[config.mk]
export PLATFORM = sky130hd
export DESIGN_NAME = key_event_scanner_core_flat
export DESIGN_NICKNAME = d
export VERILOG_FILES = /design/src/hw/rtl/kes_pkg.sv /design/src/hw/rtl/kes_item_if.sv /design/src/hw/rtl/kes_result_if.sv /design/src/hw/rtl/kes_cfg_if.sv /design/src/hw/rtl/key_event_scanner_core.sv /design/src/hw/rtl/kes_cfg_regs.sv /design/src/hw/rtl/kes_state_mem.sv /design/src/hw/rtl/kes_update.sv /design/src/flat_wrapper.sv
export SDC_FILE = /design/constraint.sdc
export NUM_CORES = 1
export LEC_CHECK = 0
export ABC_CLOCK_PERIOD_IN_PS = 6000
export BUFFER_PORTS_ARGS = -buffer_cell sky130_fd_sc_hd__buf_4
export CAP_MARGIN = 20
export CORE_MARGIN = 8
export CORE_UTILIZATION = 40
export CTS_BUF_LIST = sky130_fd_sc_hd__clkbuf_8
export DETAILED_ROUTE_END_ITERATION = 7
export PLACE_DENSITY = 0.6
export SETUP_SLACK_MARGIN = 0.05
export SKIP_CTS_REPAIR_TIMING = 1
export SLEW_MARGIN = 20
export SYNTH_ARGS = -nofsm -noshare
export SYNTH_HDL_FRONTEND = slang
export SYNTH_SLANG_ARGS = --single-unit
[constraint.sdc]
create_clock -name clk_i -period 6 [get_ports clk_i]
set_input_delay 1.2 -clock clk_i [delete_from_list [all_inputs] [get_ports clk_i]]
set_output_delay 1.2 -clock clk_i [all_outputs]
set_load 0.02 [all_outputs]
[src/hw/rtl/kes_pkg.sv]
package kes_pkg;

  // Sizing
  localparam int unsigned KeysDef  = 4;
  localparam int unsigned PinCount = 4;
  localparam int unsigned FlagW    = 6;
  localparam int unsigned CntW     = 16;
  localparam int unsigned DivW     = 8;

  // Flag bit positions
  localparam int unsigned FlagDown   = 0;
  localparam int unsigned FlagUp     = 1;
  localparam int unsigned FlagSingle = 2;
  localparam int unsigned FlagLong   = 3;
  localparam int unsigned FlagRepeat = 4;
  localparam int unsigned FlagHold   = 5;
  localparam logic [FlagW-1:0] FlagHoldMask = 6'b10_0000;

  // Item opcodes
  localparam logic OpTick  = 1'b0;
  localparam logic OpCheck = 1'b1;

  // Per-key press phase; code 3 is unused and decodes as idle
  localparam logic [1:0] PhaseIdle     = 2'd0;
  localparam logic [1:0] PhaseWaitLong = 2'd1;
  localparam logic [1:0] PhaseRepeat   = 2'd2;

  // Register indexes
  localparam logic [1:0] RegLongTime   = 2'd0;
  localparam logic [1:0] RegRepeatTime = 2'd1;
  localparam logic [1:0] RegScanPeriod = 2'd2;

  localparam logic [CntW-1:0] LongTimeRst   = 16'd1000;
  localparam logic [CntW-1:0] RepeatTimeRst = 16'd200;
  localparam logic [DivW-1:0] ScanPeriodRst = 8'd10;

  typedef struct packed {
    logic [FlagW-1:0] flags;
    logic             cur;
    logic             prev;
    logic [1:0]       phase;
    logic [CntW-1:0]  cnt;
  } key_state_t;

  typedef struct packed {
    logic [CntW-1:0] long_time;
    logic [CntW-1:0] repeat_time;
    logic [DivW-1:0] scan_period;
  } cfg_t;

endpackage

[src/hw/rtl/kes_item_if.sv]
interface kes_item_if;
  logic       valid;
  logic       ready;
  logic       op;
  logic [3:0] pin_levels;
  logic [1:0] key_index;
  logic [5:0] flag_mask;

  modport source (output valid, op, pin_levels, key_index, flag_mask, input ready);
  modport sink   (input valid, op, pin_levels, key_index, flag_mask, output ready);
endinterface

[src/hw/rtl/kes_result_if.sv]
interface kes_result_if;
  logic valid;
  logic ready;
  logic hit;

  modport source (output valid, hit, input ready);
  modport sink   (input valid, hit, output ready);
endinterface

[src/hw/rtl/kes_cfg_if.sv]
interface kes_cfg_if;
  logic        valid;
  logic        ready;
  logic [1:0]  index;
  logic [15:0] data;

  modport source (output valid, index, data, input ready);
  modport sink   (input valid, index, data, output ready);
endinterface

[src/hw/rtl/key_event_scanner_core.sv]
// Pipeline: the item's key state is read into the read stage at its transfer, and the update
//   is registered into the output register once that register is free or being drained.
// Throughput: 1 item per cycle unless the result output stalls; the state memory is read at the
//   transfer and written back when the update fires, with a write-first bypass on the read.
// Reset: rst_ni async, active low; registers return to 1000 / 200 / 10, all key state
//   reads as zero through per-key valid bits, no clearing pass.
module key_event_scanner_core #(
  parameter int unsigned KEYS = kes_pkg::KeysDef
) (
  input  logic          clk_i,
  input  logic          rst_ni,
  kes_item_if.sink      item_i,
  kes_result_if.source  result_o,
  kes_cfg_if.sink       cfg_i
);

  kes_pkg::cfg_t       cfg;
  kes_pkg::key_state_t rd_state [KEYS];
  kes_pkg::key_state_t wr_state [KEYS];
  logic [KEYS-1:0]     we;
  logic                hit;

  // Read stage: item held while its state words come out of the memory
  logic       rd_valid_q;
  logic       rd_op_q;
  logic [3:0] rd_pins_q;
  logic [1:0] rd_key_q;
  logic [5:0] rd_mask_q;

  // Output register
  logic out_valid_q;
  logic out_hit_q;

  logic upd_fire;
  logic in_xfer;

  // Update stage fires when the output register is free or being drained
  assign upd_fire    = rd_valid_q && (!out_valid_q || result_o.ready);
  assign item_i.ready = !rd_valid_q || upd_fire;
  assign in_xfer     = item_i.valid && item_i.ready;

  kes_cfg_regs u_cfg (
    .clk_i  (clk_i),
    .rst_ni (rst_ni),
    .cfg_i  (cfg_i),
    .cfg_o  (cfg)
  );

  // Writes happen only on an update; the read of the next item bypasses them
  kes_state_mem #(
    .KEYS (KEYS)
  ) u_mem (
    .clk_i   (clk_i),
    .rst_ni  (rst_ni),
    .rd_en_i (in_xfer),
    .we_i    (we & {KEYS{upd_fire}}),
    .wdata_i (wr_state),
    .rdata_o (rd_state)
  );

  kes_update #(
    .KEYS (KEYS)
  ) u_upd (
    .clk_i        (clk_i),
    .rst_ni       (rst_ni),
    .fire_i       (upd_fire),
    .op_i         (rd_op_q),
    .pin_levels_i (rd_pins_q),
    .key_index_i  (rd_key_q),
    .flag_mask_i  (rd_mask_q),
    .cfg_i        (cfg),
    .cur_i        (rd_state),
    .nxt_o        (wr_state),
    .we_o         (we),
    .hit_o        (hit)
  );

  always_ff @(posedge clk_i or negedge rst_ni) begin
    if (!rst_ni) begin
      rd_valid_q  <= 1'b0;
      out_valid_q <= 1'b0;
    end else begin
      if (item_i.ready) begin
        rd_valid_q <= item_i.valid;
      end
      if (upd_fire) begin
        out_valid_q <= 1'b1;
      end else if (result_o.ready) begin
        out_valid_q <= 1'b0;
      end
    end
  end

  always_ff @(posedge clk_i) begin
    if (in_xfer) begin
      rd_op_q   <= item_i.op;
      rd_pins_q <= item_i.pin_levels;
      rd_key_q  <= item_i.key_index;
      rd_mask_q <= item_i.flag_mask;
    end
    if (upd_fire) begin
      out_hit_q <= hit;
    end
  end

  assign result_o.valid = out_valid_q;
  assign result_o.hit   = out_hit_q;

endmodule

[src/hw/rtl/kes_cfg_regs.sv]
module kes_cfg_regs (
  input  logic          clk_i,
  input  logic          rst_ni,
  kes_cfg_if.sink       cfg_i,
  output kes_pkg::cfg_t cfg_o
);

  kes_pkg::cfg_t cfg_q;

  assign cfg_i.ready = 1'b1;
  assign cfg_o       = cfg_q;

  always_ff @(posedge clk_i or negedge rst_ni) begin
    if (!rst_ni) begin
      cfg_q.long_time   <= kes_pkg::LongTimeRst;
      cfg_q.repeat_time <= kes_pkg::RepeatTimeRst;
      cfg_q.scan_period <= kes_pkg::ScanPeriodRst;
    end else if (cfg_i.valid) begin
      case (cfg_i.index)
        kes_pkg::RegLongTime:   cfg_q.long_time   <= cfg_i.data;
        kes_pkg::RegRepeatTime: cfg_q.repeat_time <= cfg_i.data;
        kes_pkg::RegScanPeriod: cfg_q.scan_period <= cfg_i.data[kes_pkg::DivW-1:0];
        default: ;
      endcase
    end
  end

endmodule

[src/hw/rtl/kes_state_mem.sv]
module kes_state_mem #(
  parameter int unsigned KEYS = kes_pkg::KeysDef
) (
  input  logic                clk_i,
  input  logic                rst_ni,
  input  logic                rd_en_i,
  input  logic [KEYS-1:0]     we_i,
  input  kes_pkg::key_state_t wdata_i [KEYS],
  output kes_pkg::key_state_t rdata_o [KEYS]
);

  kes_pkg::key_state_t mem_q [KEYS];
  kes_pkg::key_state_t rd_q  [KEYS];
  logic [KEYS-1:0]     valid_q;

  // Entry not yet written reads as the all-zero reset state
  always_ff @(posedge clk_i or negedge rst_ni) begin
    if (!rst_ni) begin
      valid_q <= '0;
    end else begin
      valid_q <= valid_q | we_i;
    end
  end

  // Read data takes the word being written in the same cycle (write-first bypass)
  always_ff @(posedge clk_i) begin
    for (int k = 0; k < KEYS; k++) begin
      if (we_i[k]) begin
        mem_q[k] <= wdata_i[k];
      end
      if (rd_en_i) begin
        if (we_i[k]) begin
          rd_q[k] <= wdata_i[k];
        end else if (valid_q[k]) begin
          rd_q[k] <= mem_q[k];
        end else begin
          rd_q[k] <= '0;
        end
      end
    end
  end

  assign rdata_o = rd_q;

endmodule

[src/hw/rtl/kes_update.sv]
module kes_update #(
  parameter int unsigned KEYS = kes_pkg::KeysDef
) (
  input  logic                clk_i,
  input  logic                rst_ni,
  input  logic                fire_i,
  input  logic                op_i,
  input  logic [3:0]          pin_levels_i,
  input  logic [1:0]          key_index_i,
  input  logic [5:0]          flag_mask_i,
  input  kes_pkg::cfg_t       cfg_i,
  input  kes_pkg::key_state_t cur_i [KEYS],
  output kes_pkg::key_state_t nxt_o [KEYS],
  output logic [KEYS-1:0]     we_o,
  output logic                hit_o
);

  logic [kes_pkg::DivW-1:0] div_q;
  logic [kes_pkg::DivW-1:0] div_inc;
  logic                     sample;

  assign div_inc = div_q + kes_pkg::DivW'(1);
  assign sample  = (div_inc >= cfg_i.scan_period);

  always_ff @(posedge clk_i or negedge rst_ni) begin
    if (!rst_ni) begin
      div_q <= '0;
    end else if (fire_i && (op_i == kes_pkg::OpTick)) begin
      div_q <= sample ? '0 : div_inc;
    end
  end

  always_comb begin
    kes_pkg::key_state_t      st;
    kes_pkg::key_state_t      nx;
    logic [kes_pkg::FlagW-1:0] f;
    logic                     pressed;
    hit_o = 1'b0;
    for (int k = 0; k < KEYS; k++) begin
      st      = cur_i[k];
      nx      = st;
      f       = st.flags;
      pressed = 1'b0;
      we_o[k] = 1'b0;
      if (op_i == kes_pkg::OpTick) begin
        we_o[k] = 1'b1;
        if (st.cnt != '0) begin
          nx.cnt = st.cnt - kes_pkg::CntW'(1);
        end
        if (sample) begin
          if (k < kes_pkg::PinCount) begin
            pressed = ~pin_levels_i[k % kes_pkg::PinCount];
          end
          nx.prev = st.cur;
          nx.cur  = pressed;
          f[kes_pkg::FlagHold] = pressed;
          if (pressed && !st.cur) begin
            f[kes_pkg::FlagDown] = 1'b1;
          end
          if (!pressed && st.cur) begin
            f[kes_pkg::FlagUp] = 1'b1;
          end
          case (st.phase)
            kes_pkg::PhaseWaitLong: begin
              if (!pressed) begin
                f[kes_pkg::FlagSingle] = 1'b1;
                nx.phase = kes_pkg::PhaseIdle;
              end else if (nx.cnt == '0) begin
                f[kes_pkg::FlagLong] = 1'b1;
                nx.cnt   = cfg_i.repeat_time;
                nx.phase = kes_pkg::PhaseRepeat;
              end
            end
            kes_pkg::PhaseRepeat: begin
              if (!pressed) begin
                nx.phase = kes_pkg::PhaseIdle;
              end else if (nx.cnt == '0) begin
                f[kes_pkg::FlagRepeat] = 1'b1;
                nx.cnt = cfg_i.repeat_time;
              end
            end
            default: begin
              nx.phase = kes_pkg::PhaseIdle;
              if (pressed) begin
                nx.cnt   = cfg_i.long_time;
                nx.phase = kes_pkg::PhaseWaitLong;
              end
            end
          endcase
          nx.flags = f;
        end
      end else if (32'(key_index_i) == k) begin
        if ((st.flags & flag_mask_i) != '0) begin
          hit_o = 1'b1;
          if (flag_mask_i != kes_pkg::FlagHoldMask) begin
            nx.flags = st.flags & ~flag_mask_i;
            we_o[k]  = 1'b1;
          end
        end
      end
      nxt_o[k] = nx;
    end
  end

endmodule
[src/flat_wrapper.sv]
// flat-port wrapper written by rule: the top's interface ports become plain ports
module key_event_scanner_core_flat 
#(
  parameter int unsigned KEYS = kes_pkg::KeysDef
)
  (clk_i, rst_ni, item_i_valid, item_i_op, item_i_pin_levels, item_i_key_index, item_i_flag_mask, item_i_ready, result_o_valid, result_o_hit, result_o_ready, cfg_i_valid, cfg_i_index, cfg_i_data, cfg_i_ready);
  kes_item_if item_i_i ();
  kes_result_if result_o_i ();
  kes_cfg_if cfg_i_i ();
  input  logic clk_i;
  input  logic rst_ni;
  input wire logic [$bits(item_i_i.valid)-1:0] item_i_valid;
  input wire logic [$bits(item_i_i.op)-1:0] item_i_op;
  input wire logic [$bits(item_i_i.pin_levels)-1:0] item_i_pin_levels;
  input wire logic [$bits(item_i_i.key_index)-1:0] item_i_key_index;
  input wire logic [$bits(item_i_i.flag_mask)-1:0] item_i_flag_mask;
  output wire logic [$bits(item_i_i.ready)-1:0] item_i_ready;
  output wire logic [$bits(result_o_i.valid)-1:0] result_o_valid;
  output wire logic [$bits(result_o_i.hit)-1:0] result_o_hit;
  input wire logic [$bits(result_o_i.ready)-1:0] result_o_ready;
  input wire logic [$bits(cfg_i_i.valid)-1:0] cfg_i_valid;
  input wire logic [$bits(cfg_i_i.index)-1:0] cfg_i_index;
  input wire logic [$bits(cfg_i_i.data)-1:0] cfg_i_data;
  output wire logic [$bits(cfg_i_i.ready)-1:0] cfg_i_ready;
  assign item_i_i.valid = item_i_valid;
  assign item_i_i.op = item_i_op;
  assign item_i_i.pin_levels = item_i_pin_levels;
  assign item_i_i.key_index = item_i_key_index;
  assign item_i_i.flag_mask = item_i_flag_mask;
  assign item_i_ready = item_i_i.ready;
  assign result_o_valid = result_o_i.valid;
  assign result_o_hit = result_o_i.hit;
  assign result_o_i.ready = result_o_ready;
  assign cfg_i_i.valid = cfg_i_valid;
  assign cfg_i_i.index = cfg_i_index;
  assign cfg_i_i.data = cfg_i_data;
  assign cfg_i_ready = cfg_i_i.ready;
  key_event_scanner_core #(.KEYS(KEYS)) u_core (.clk_i(clk_i), .rst_ni(rst_ni), .item_i(item_i_i), .result_o(result_o_i), .cfg_i(cfg_i_i));
endmodule
==> results of run 1 <==
==> per-stage QoR <==
stage / utilization (%) / total power (uW) / instances
final: 44.33 / 5671 / 2347
after floorplan: - / 3392 / 1767
after CTS: 44.32 / 5678 / 2345
after global placement: 41.98 / 3875 / 2257
after detailed placement: 41.98 / 3900 / 2257
after global routing: 44.32 / 5917 / 2345
==> state kept, by name (all words and copies together) (netlist names) <==
register               flops
u_core.u_mem.mem_q       100
u_core.rd_op_q             1
u_core.u_mem.rdata_o     100
u_core.result_o.valid      1
u_core.rd_pins_q           4
u_core.u_mem.valid_q       4
u_core.u_cfg.cfg_o        40
u_core.rd_mask_q           6
u_core.u_upd.div_q         8
u_core.rd_key_q            2
u_core.result_o.hit        1
u_core.rd_valid_q          1
==> cells in the mapped netlist, types with 30 or more instances <==
library cell / instances
edfxtp_1: 214
nor2_1: 177
nand2_1: 165
o21ai_0: 124
a21oi_1: 101
clkbuf_1: 99
nand3_1: 89
inv_1: 55
a21o_1: 53
mux2_2: 48
dfrtp_1: 43
and3_1: 42
nor3_1: 37
o31ai_1: 31
nor4_1: 30
==> power breakdown <==
part / switching, uW / internal [uW] / leakage [uW]
clock network: 826 / 941 / 0.000581
logic: 782 / 464 / 0.00365
registers: 339 / 2320 / 0.00266
==> cell type report <==
type | instances | share of cell area, %
diodes | 2 | 0.02716
clock buffers | 56 | 4.182
clock inverters | 32 | 1.093
inverters | 56 | 1.141
multi-input cells | 1326 | 44.85
flip-flops and latches | 268 | 42.27
well taps | 539 | 3.659
repair buffers | 68 | 2.770
==> worst max path at each step <==
stage | slack, ns | cells after the start | endpoint
2_1_floorplan | 1.41 | 2 | u_core.rd_key_q[0]$_DFFE_PP_
3_3_place_gp | 1.46 | 13 | u_core.u_mem.rdata_o[39]$_DFFE_PP_
3_5_place_dp | 1.37 | 13 | u_core.u_mem.rdata_o[39]$_DFFE_PP_
4_1_cts | 1.37 | 13 | u_core.u_mem.rdata_o[39]$_DFFE_PP_
5_1_grt | 0.87 | 13 | u_core.u_mem.rdata_o[39]$_DFFE_PP_
6_report | 1.27 | 13 | u_core.u_mem.rdata_o[39]$_DFFE_PP_
==> metal layers <==
layer	vias up	track usage, %	part of all wire [%]
met2	715	35.39	44
met5	-	0	0
li1	6752	-	-
met1	7342	32.21	44
met3	140	4.483	8.4
met4	0	9.781	3.9
==> kinds of logic (layout without fill, tap and decap cells) <==
| logic type | Yosys count | after routing | synth area share [%] |
|---|---|---|---|
| flops | 268 | 268 | 46.64 |
| other cells | 1 | 3 | 0.02245 |
| xor+xnor | 35 | 35 | 1.835 |
| buf+inv | 173 | 212 | 4.014 |
| simple gates | 675 | 675 | 20.43 |
| compound gates | 529 | 529 | 21.23 |
| fa+ha+maj | 21 | 21 | 1.573 |
| mux | 65 | 65 | 4.254 |
==> worst max-delay path: stages, from the launching register on <==
cell	delay, ns
dfrtp_1	0.42
ha_1	0.25
nand3_1	0.13
xnor2_1	0.22
ha_1	0.28
a21o_1	0.18
a2111oi_0	0.49
o21ai_0	0.50
nand2_1	0.23
buf_4	0.25
nor2_1	0.20
and4b_1	0.44
a2111oi_0	0.65
o21ai_0	0.20
==> qor.yml, run 1 <==
r2r-start: "u_core.u_upd.div_q[0]$_DFFE_PN0P_"
multi_input_area_um2: 8267
cp.required_ns: 6.39
cts_buffer_depth: 3
finalWorstSetupSlack_ns: 1.273
htreeDepth: 2
min-delay-start: "u_core.u_upd.div_q[7]$_DFFE_PN0P_"
num_vias: 14949
cts_sinks: 268
syn_avg_cell_area_um2: 9.454
clk_latency_ns: 0.67
arrival_ns: 5.12
worstPathMaxFanout: 15
min_period_over_period_pct: 78.78
synth_cell_type_count: 87
hold_class: "reg -> reg"
groute.usage.overall_pct: 23.30
drt-initial-drc-count: 1565
leakage_uw: 0.006889
fin_nets: 1825
antenna_found_initial: 1
cp-end-kind: "register"
status: "complete, no violations"
dp_hpwl_um: 38750
io_pins: 40
synth_top_area_share_pct: 38.47
grt_pass1_wl_um: 86800
synth_top_area_cell: "edfxtp_1"
synth_edf_count: 214
worstRegToRegCells: 13
areaGrowthSynthToFinish_pct: 10.32
worstMarginPinSlew_ns: 1.036
syn_inst: 1767
hold_end: "u_core.u_upd.div_q[7]$_DFFE_PN0P_"
slew-limit-headroom_pct: 30.91
powerDensity_nw_per_um2: 307.7
setup_tns_ns: 0
setup_violations: 0
grt-ovfl-total: 0
grt_pass1_vias: 14273
fill_cells: 3994
core_area_um2: 41570
ys.flop_type: "edfxtp_1"
via_per_inst: 6.369
placed_area_um2: 17450
reg2reg_to: "u_core.u_mem.rdata_o[39]$_DFFE_PP_"
ys_warn_count: 0
rsz0062_at_grt: "false"
layout_common_cells: "edfxtp_1, nor2_1, nand2_1"
drc: 0
worst_clock_skew_ns: 0.06376
crit_path_start: "u_core.u_upd.div_q[0]$_DFFE_PN0P_"
fin_hold_ws_ns: 0.4979
final_area_um2: 18430
ff_latch_area_um2: 7791
num_rows: 75
drt-total-wl_um: 57300
cap_violations: 0
finalHoldViolations: 0
drv_slew: 0
ys_ff_latch: 268
cp-start-kind: "register"
layout_commonest_cell: "edfxtp_1"
globalplace.congestion: 0.9249
drive_gt1_share_pct: 13.73
ys_top_cells_by_area: "edfxtp_1, dfrtp_1, nor2_1, o21ai_0, nand2_1"
pre_cts_slack_ns: 1.375
first_pass_iters: 6
clk_pin_slew_ns: 0.06
ctsRootBufferMaster: "clkbuf_8"
portBuffers: 38
grt_max_degree: 62
cts_buffers: 48
dieHeight_um: 220.4
die-area_um2: 48560
irDropWorstVdd_v: 0.0001816
async_flop_share_pct: 20.15
yosysSeqAreaShare_pct: 46.64
fin_crit_ns: 4.727
cts_tree: "done"
holdPathStages: 2
start_util_pct: 40.19
fmax_ghz: 0.2116
reg2reg_slack_ns: 1.27
path_class: "reg -> reg"
final_antenna_net_count: 0
routedWlPerCell_um: 24.41
synthesis.nets: 1824
die_w_um: 220.4
syn-cell-area_um2: 16710
Power figures use the tool's default switching activity.
==> inputs of run 2 (changes only) <==
ABC_CLOCK_PERIOD_IN_PS = 4200   (was 6000)
PLACE_DENSITY = 0.62   (was 0.6)
clock period = 4.2 ns   (was 6 ns; I/O delays follow)
==> run 2 against run 1 <==
Effect of this change: the run now ends with DRC left; critical path depth increased by 2; clock skew decreased by 0.0086 ns; core utilization increased by 1.6 points; clock-buffer cell count decreased by 5; sequential cell count unchanged; critical path type unchanged.
==> qor.yml, run 2 (synthesis results as in run 1) <==
status: "finished with violations"  # was complete, no violations
violations: "DRC"
cp.required_ns: 4.72  # was 6.39 ns
first_pass_iters: 8  # was 6
cts_sinks: 268  # unchanged
crit_family: "compound AO/OA/AOI/OAI gates"  # unchanged
fin_crit_ns: 3.948  # was 4.727 ns
path_class: "reg -> reg"  # unchanged
cts_buffer_depth: 3  # unchanged
grt_pass1_wl_um: 88480  # was 86,800 um
areaGrowthSynthToFinish_pct: 14.36  # was 10.32%
die_w_um: 220.4  # unchanged
die-area_um2: 48560  # unchanged
final_area_um2: 19100  # was 18,430 um2
leakage_uw: 0.007227  # was 0.006889 uW
ctsRootBufferMaster: "clkbuf_8"  # unchanged
drv_slew: 0  # unchanged
irDropWorstVdd_v: 0.0002964  # was 0.0001816 V
cts_tree: "done"  # unchanged
cap_violations: 0  # unchanged
grt_pass1_vias: 14402  # was 14,273
num_vias: 15215  # was 14,949
htreeDepth: 2  # unchanged
dieHeight_um: 220.4  # unchanged
reg2reg_slack_ns: 0.25  # was 1.27 ns
cp-end-kind: "register"  # unchanged
layout_commonest_cell: "edfxtp_1"  # unchanged
antenna_found_initial: 0  # was 1
cts_buffers: 47  # was 48
worst-path-buf-inv: 2  # was 1
final_core_util_pct: 45.96  # was 44.33%
drc: 18  # was 0
cp_cell_sequence: "ha_1, nand3_1, xnor2_1, ha_1, a21o_1, a2111oi_2, o21ai_1, nand2_1, buf_4, nor4_2, a21oi_1, buf_4, a21oi_1, o221ai_1, a21o_1"  # was ha_1, nand3_1, xnor2_1, ha_1, a21o_1, a2111oi_0, o21ai_0, nand2_1, buf_4, nor2_1, and4b_1, a2111oi_0, o21ai_0
rsz0062_at_grt: "true"  # was false
critPathMaxStageDelay_ns: 0.43  # was 0.65 ns
globalplace.congestion: 0.9634  # was 0.9249
clk_latency_ns: 0.66  # was 0.67 ns
worstPathMaxFanout: 12  # was 15
via_per_inst: 6.305  # was 6.369
dp_hpwl_um: 40610  # was 38,750 um
fin_nets: 1890  # was 1,825
drt-initial-drc-count: 1748  # was 1,565
powerDensity_nw_per_um2: 443.1  # was 307.7 nW/um2
slew-limit-headroom_pct: 29.52  # was 30.91%
worst_clock_skew_ns: 0.05514  # was 0.06376 ns
worstMarginPinSlew_ns: 1.057  # was 1.036 ns
arrival_ns: 4.47  # was 5.12 ns
core_area_um2: 41570  # unchanged
drt-total-wl_um: 59040  # was 57,300 um
io_pins: 40  # unchanged
groute.usage.overall_pct: 24.02  # was 23.30%
num_rows: 75  # unchanged
hold_class: "in -> async"  # was reg -> reg
clk_pin_slew_ns: 0.06  # about the same
setup_violations: 0  # unchanged
drive_gt1_share_pct: 17.57  # was 13.73%
fmax_ghz: 0.2533  # was 0.2116 GHz
final_antenna_net_count: 0  # unchanged
finalHoldViolations: 0  # unchanged
grt_max_degree: 55  # was 62
start_util_pct: 40.19  # unchanged
routedWlPerCell_um: 24.47  # was 24.41 um
slowest_stage: "dfrtp_1"  # was a2111oi_0
cp-start-kind: "register"  # unchanged
grt-ovfl-total: 0  # unchanged
layout_common_cells: "edfxtp_1, nor2_1, nand2_1"  # unchanged
placed_area_um2: 17970  # was 17,450 um2
portBuffers: 38  # unchanged
min_period_over_period_pct: 93.99  # was 78.78%
## run 2: changes by cell type in the layout (fill, tap and decap cells not counted), moves of 2 or more
cell        change
buf_4          +63
inv_1          -12
clkinv_1        +6
bufinv_16       +5
clkbuf_8        -5
clkinv_2        +5
clkinvlp_4      +4
buf_12          +3
nor4_1          -3
a2111oi_0       -2
nor4_4          +2
## run 2: metrics by stage
| stage | hold WS, ns | setup TNS, ns | instances | total power, uW | worst slack [ns] |
|---|---|---|---|---|---|
| 6_report | 0.2528 | 0 | 2413 | 8464 | 0.2525 |
| 3_5_place_dp | 0.4866 | -0.02775 | 2321 | 5666 | -0.02775 |
| 4_1_cts | 0.2571 | -0.04702 | 2409 | 8454 | -0.04702 |
| 3_3_place_gp | 0.4843 | 0 | 2321 | 5625 | 0.08332 |
| 2_1_floorplan | 0.4569 | 0 | 1767 | 4842 | 0.4875 |
| 5_1_grt | 0.2894 | 0 | 2411 | 8809 | 0.02797 |
## run 2: cell type report
cell class                      count  area, um2
Fill cell                        3975      22470
Timing Repair Buffer              134       1044
Clock buffer                       51      701.9
Sequential cell                   268       7791
Inverter                           56      210.2
Multi-Input combinational cell   1326       8330
Clock inverter                     37      347.8
Antenna cell                        2      5.005
Tap cell                          539      674.4
## run 2: worst register-to-register path: stages (launching register included)
cell and delay (ns):
dfrtp_1 0.43, ha_1 0.26, nand3_1 0.14, xnor2_1 0.24
ha_1 0.29, a21o_1 0.20, a2111oi_2 0.40, o21ai_1 0.22
nand2_1 0.21, buf_4 0.25, nor4_2 0.08, a21oi_1 0.41
buf_4 0.21, a21oi_1 0.06, o221ai_1 0.27, a21o_1 0.16
## run 2: per-layer routing
layer / vias to the layer above / share of wire [%] / wire length (um) / GRT usage (%)
li1: 6885 / - / - / -
met1: 7378 / 42 / 24950 / 32.24
met2: 799 / 44 / 25680 / 36.27
met3: 153 / 10 / 5908 / 6.301
met4: 0 / 4.2 / 2489 / 10.30
met5: - / 0 / 0 / 0
## run 2: path summary, 6_finish.rpt
| path | to | depth (start not counted) | startpoint |
|---|---|---|---|
| worst min register to register | u_core.result_o.valid$_DFFE_PN0P_ | 1 | u_core.rd_valid_q$_DFFE_PN0N_ |
| worst min-delay path | u_core.u_mem.valid_q[2]$_DFF_PN0_ | 1 | rst_ni |
| worst max register to register | u_core.u_mem.rdata_o[4]$_DFFE_PP_ | 15 | u_core.u_upd.div_q[0]$_DFFE_PN0P_ |
| min in group clk_i | u_core.rd_op_q$_DFFE_PP_ | 1 | item_i_op |
| worst max-delay path | u_core.u_mem.rdata_o[4]$_DFFE_PP_ | 15 | u_core.u_upd.div_q[0]$_DFFE_PN0P_ |
| max in group asynchronous | u_core.u_mem.valid_q[1]$_DFF_PN0_ | 1 | rst_ni |
## run 2: power by group
part	switching (uW)	internal, uW	total [uW]
sequential	457	3310	3770
combinational	1190	741	1930
clock	1210	1560	2770
